--- src/rtl/cht_pkg.sv ---
// Shared types and constants for the chained hash table.
// Depends on nothing.
package cht_pkg;
  localparam int unsigned MaxBucketsDef  = 64;
  localparam int unsigned PoolEntriesDef = 256;
  // Key code reaches 260*31 + 10*31 + 15 = 8385 for out-of-range symbols.
  localparam int unsigned CodeW          = 14;
  localparam int unsigned NumW           = 32;
  localparam int unsigned PayW           = 64;
  localparam int unsigned SizeW          = 7;
  localparam int unsigned BucketW        = 6;
  localparam logic [SizeW-1:0] SizeRst   = 7'd31;

  typedef enum logic [2:0] {
    ST_INSERTED  = 3'd0,
    ST_DUPLICATE = 3'd1,
    ST_FOUND     = 3'd2,
    ST_NOT_FOUND = 3'd3,
    ST_FULL      = 3'd4
  } status_e;

  typedef enum logic {
    REQ_INSERT = 1'b0,
    REQ_SEARCH = 1'b1
  } req_e;

  // Classified request from front to back.
  typedef struct packed {
    logic             search;
    logic [CodeW-1:0] code;
    logic [15:0]      bkt;
    logic [NumW-1:0]  num;
    logic [PayW-1:0]  pay;
  } req_t;
endpackage

--- src/rtl/cht_front.sv ---
// Front end: linear key code and bucket by iterative restoring modulo.
// Depends on cht_pkg.
module cht_front #(
  parameter int unsigned MaxBuckets = cht_pkg::MaxBucketsDef
) (
  input  logic                      clk_i,
  input  logic                      rst_ni,
  input  logic [cht_pkg::SizeW-1:0] table_size_i,
  input  logic                      push_i,
  output logic                      full_o,
  input  logic                      req_type_i,
  input  logic [4:0]                first_letter_i,
  input  logic [4:0]                second_letter_i,
  input  logic [3:0]                key_digit_i,
  input  logic [cht_pkg::NumW-1:0]  entry_number_i,
  input  logic [cht_pkg::PayW-1:0]  entry_payload_i,
  output logic                      q_valid_o,
  input  logic                      q_ready_i,
  output cht_pkg::req_t             q_data_o
);
  localparam int unsigned CodeW = cht_pkg::CodeW;
  localparam int unsigned StepW = $clog2(CodeW + 1);

  typedef enum logic [1:0] {S_IDLE, S_DIV, S_OUT} state_e;

  state_e              state_q;
  logic [StepW-1:0]    step_q;
  logic [CodeW-1:0]    quo_q;
  logic [15:0]         rem_q, div_q;
  cht_pkg::req_t       req_q;
  logic [CodeW-1:0]    code_w;
  logic [15:0]         div_w, trial;

  assign code_w = CodeW'(13'd260 * first_letter_i) + CodeW'(13'd10 * second_letter_i)
                + CodeW'(key_digit_i);
  // Clamp size into 1..MaxBuckets.
  always_comb begin
    if (table_size_i == '0) begin
      div_w = 16'd1;
    end else if (32'(table_size_i) > MaxBuckets) begin
      div_w = 16'(MaxBuckets);
    end else begin
      div_w = 16'(table_size_i);
    end
  end
  assign trial = {rem_q[14:0], quo_q[CodeW-1]};

  assign full_o    = (state_q != S_IDLE);
  assign q_valid_o = (state_q == S_OUT);
  assign q_data_o  = req_q;

  always_ff @(posedge clk_i or negedge rst_ni) begin
    if (!rst_ni) begin
      state_q <= S_IDLE;
      step_q  <= '0;
    end else begin
      unique case (state_q)
        S_IDLE: if (push_i) begin
          state_q <= S_DIV;
          step_q  <= '0;
        end
        S_DIV: begin
          step_q <= step_q + 1'b1;
          if (32'(step_q) == CodeW - 1) begin
            state_q <= S_OUT;
          end
        end
        S_OUT: if (q_ready_i) begin
          state_q <= S_IDLE;
        end
        default: state_q <= S_IDLE;
      endcase
    end
  end

  // Payload datapath: one quotient bit per cycle.
  always_ff @(posedge clk_i) begin
    if (state_q == S_IDLE && push_i) begin
      req_q.search <= req_type_i;
      req_q.code   <= code_w;
      req_q.num    <= entry_number_i;
      req_q.pay    <= entry_payload_i;
      quo_q        <= code_w;
      rem_q        <= '0;
      div_q        <= div_w;
    end else if (state_q == S_DIV) begin
      quo_q <= {quo_q[CodeW-2:0], 1'b0};
      if (trial >= div_q) begin
        rem_q <= trial - div_q;
      end else begin
        rem_q <= trial;
      end
      if (32'(step_q) == CodeW - 1) begin
        req_q.bkt <= (trial >= div_q) ? trial - div_q : trial;
      end
    end
  end
endmodule

--- config.mk ---
export PLATFORM = sky130hd
export DESIGN_NAME = cht_front
export DESIGN_NICKNAME = d
export VERILOG_FILES = /design/src/rtl/cht_pkg.sv /design/src/rtl/cht_front.sv
export SDC_FILE = /design/constraint.sdc
export NUM_CORES = 1
export LEC_CHECK = 0
export ABC_AREA = 1
export BUFFER_PORTS_ARGS = -buffer_cell sky130_fd_sc_hd__clkbuf_2
export CORE_MARGIN = 4
export CORE_UTILIZATION = 40
export DETAILED_ROUTE_END_ITERATION = 16
export HOLD_SLACK_MARGIN = 0.1
export PLACE_DENSITY = 0.66
export SLEW_MARGIN = 20
export SYNTH_ARGS = -nofsm -noshare
export SYNTH_HDL_FRONTEND = slang
export SYNTH_SLANG_ARGS = --single-unit
--- constraint.sdc ---
create_clock -name clk_i -period 3.7 [get_ports clk_i]
set_input_delay 0.74 -clock clk_i [delete_from_list [all_inputs] [get_ports clk_i]]
set_output_delay 0.74 -clock clk_i [all_outputs]
set_load 0.01 [all_outputs]
==> results.md <==
- The flow ran to the end, and the final reports show no timing, DRC or antenna violations.
- In the synthesized netlist, the cells that appear most often are nand2_1, edfxtp_1, inv_1.
- For this run, design rule violations remaining after detail routing come to 0.
- The overall global routing resource usage is 0.169.
- The internal power of the cells totals 0.00440 W.
- For this configuration, the core starts out at a cell density of 0.408.
- The total die area is 0.0198 sq mm.
- The H-tree depth is 4.
- TritonCTS built the clock tree.
- The synthesized design spends more area on one cell type than any other, namely edfxtp_1.
- The number of antenna cells inserted is 0.
- In the synthesized netlist the dominant register cell turns out to be edfxtp_1.
- The share of cells above drive strength 1 is 0.355.
- The highest clock rate is 0.326 GHz.
- The first global-routing pass estimated 25,900 um of wire.
- For this design the total switching power over the nets is 0.00222 W.
- Across all hold checks on the routed design, the worst slack comes to 0.140 ns.
- After technology mapping, the gate count stands at 585.
- For this run, the number of Yosys warnings is 0.
- In the finished design, the share of the clock period the worst path needs comes to 0.829.
- The share of async-settable or async-resettable flops after synthesis is 0.0355.
- VDD sags by at most 367 uV.
- The share of the synthesized area in the top cell type is 0.630.
- Setup repair after global routing left no endpoint under its margin.
- The tightest slew margin relative to the limit is 0.527.
- For this design, the sink count on the clock tree is 169.
- The via count is 5,028.
- Of the total power, the clock network draws 0.278.
- Gates resized during post-CTS repair numbered 0.
- In the post-synthesis netlist, the biggest area contributors are edfxtp_1, nand2_1, ha_1.
- The register bit total from synthesis is 169.
- The row count is 48.
- For the worst flop-to-flop path, the logic depth is 8.
- The pin count of the biggest net entering global routing is 132.
- The buffer depth of the longest clock path is 2.
- The tightest min-delay check is of the in -> async type.
- The detail route stage leaves a number of antenna-violating nets equal to 0.
- The net total in the final layout is 1,004.
- The detailed-route vias per instance is 4.62.
- The leakage power is 4.25 nW.
- In this run, CTS created clock tree buffers numbering 17.
- The launch instance of the worst register-to-register path is quo_q[13]$_DFFE_PP_.
- The share of the Yosys chip area taken by registers is 0.693.
- Clock skew on the completed layout was measured at 0.0103 ns.
- Clock latency on the worst-skew pair, taken at its later pin, is 0.42 ns.
- The category of the worst setup path launch point is an input pin.
- Max-cap violations in this run came to 0.
- The critical path launch point is second_letter_i[1].
- The slew of the pin with the lowest slew margin is 0.710 ns.
- The number of max-slew violations in the final report is 0.
- The number of placed I/O pins is 251.
- The total wirelength of the detailed-routed design is 16,900 um.
- The total global routing overflow is 0.
- The data arrival time of the critical path is 3.24 ns.
- The endpoint required time on the critical path is 3.87 ns.
- The highest net fanout along the worst path is 4.
- Summing every instance area after synthesis gives 0.00706 sq mm.
- The power share of the sequential group is 0.422.
- The synthesized net count is 739.
- The count of hold-fix buffers inserted at cts is 0.
- The number of antenna violations at the first check in global routing was 0.
- The count of cell types in the netlist is 34.
- The kind of capture point of the worst setup path is a flip-flop.
- The detailed-route wire length per cell is 15.5 um.
- The category of the most critical setup path is in -> reg.
- The number of global-route vias before repair is 4,734.
- The accumulated negative setup slack is 0 ns.
- The cell sitting at the root of the clock tree is a clkbuf_16.
- The fraction of power spent switching nets is 0.335.
- Setup violations remaining at the end of the flow were counted as 0.
- The initial DRC count is 321.
- The die is 141 um tall.
- The half-perimeter wire length after detailed placement is 13,000 um.
- The most frequent cell after synthesis is nand2_1.
- The area growth from synthesis to layout is 30.3%.
- The mean instance size in the synthesized netlist is 12.1 sq um.
- The number of buffers added on ports is 250.
- The share of total power dissipated in combinational logic is 0.300.
- Dividing total power by cell area gives a power density of 720 mW/mm^2.
- The clock-pin slew reported for the worst setup and hold paths after clock tree synthesis is 0.07 ns.
- The first detailed-routing pass took 5 iterations.
- The congestion estimate from routability-driven global placement came to 0.881.
- The number of failing hold endpoints at the final stage is 0.
- Counting I/O delays and the setup requirement, the final critical path takes 3.07 ns.
- In this run the standard cell core region covers 0.0173 sq mm.
- The synthesized design contains 148 enable-type register cells.
- The floorplan step set the die width to 141 um.
- In this run the post-CTS setup repair buffer count came out at 0.
-- logic make-up (layout without fill, tap and decap cells) --
logic type / after synthesis / in the layout / share of synthesized area
xor+xnor: 13 / 13 / 0.0161
compound gates: 29 / 29 / 0.0216
fa+ha+maj: 32 / 32 / 0.0620
simple gates: 274 / 274 / 0.168
buf+inv: 68 / 346 / 0.0386
flops: 169 / 169 / 0.693
-- cell usage in the layout, fill, tap and decap left out, types with 9 or more instances in the layout --
master and instances:
inv_1 59, a21oi_1 21, nand2_1 172, edfxtp_1 148, clkbuf_2 250, dfxtp_1 15, xor2_1 9, nand2_2 9
nor2_1 31, nand3_1 38, clkbuf_16 17, ha_1 27
-- per-stage QoR --
step	cells	utilization	total power, W	setup slack [ns]	cell area, sq um
global placement	1056	0.496	0.00479	0.249	8580
global route	1088	0.532	0.00708	0.382	9200
floorplan	585	-	0.00421	0.489	7060
finish	1088	0.532	0.00662	0.631	9200
detailed placement	1056	0.496	0.00483	0.214	8580
CTS	1088	0.532	0.00669	0.652	9200
-- worst max-delay path: stages --
cell	delay, ns
clkbuf_2	0.10
ha_1	0.27
ha_1	0.16
inv_1	0.06
fa_1	0.48
inv_1	0.04
ha_1	0.27
ha_1	0.35
a21oi_1	0.16
nand2_1	0.11
nand3_1	0.08
nand2_1	0.11
xor2_1	0.17
nand2_1	0.07
nand2_1	0.05
-- layer usage --
layer / share of wire / track usage / vias to the layer above
met1: 0.43 / 0.226 / 2304
li1: - / - / 2513
met3: 0.081 / 0.0485 / 13
met5: 0 / 0 / -
met4: 0.012 / 0.0515 / 0
met2: 0.48 / 0.271 / 198
-- worst paths after layout --
kind / end / slack, ns
worst min register to register: rem_q[14]$_SDFFE_PP0P_ / 0.46
max in group asynchronous: step_q[2]$_DFFE_PN0P_ / 3.40
worst max-delay path: quo_q[10]$_DFFE_PP_ / 0.63
worst max register to register: q_data_o[97]$_DFFE_PP_ / 1.41
worst min-delay path: state_q[1]$_DFFE_PN0P_ / 0.14
min in group clk_i: rem_q[14]$_SDFFE_PP0P_ / 0.46
-- power groups by stage --
stage	registers [W]	clock network [W]	logic, W
4_1_cts	0.00280	0.00189	0.00200
3_5_place_dp	0.00283	0	0.00200
2_1_floorplan	0.00289	0	0.00132
6_report	0.00279	0.00184	0.00199
5_1_grt	0.00284	0.00199	0.00226
3_3_place_gp	0.00282	0	0.00196
-- flip-flops by register name (all words and copies together) (netlist names) --
name      cells
state_q       2
step_q        4
quo_q        14
rem_q        15
div_q         7
q_data_o    127
-- final cells by class --
class | instances | area, sq um
Clock inverter | 13 | 180
Multi-Input combinational cell | 348 | 1890
Sequential cell | 169 | 4890
Timing Repair Buffer | 253 | 1290
Fill cell | 1539 | 8100
Tap cell | 225 | 282
Inverter | 61 | 231
Clock buffer | 19 | 433
Power figures use the tool's default switching activity.
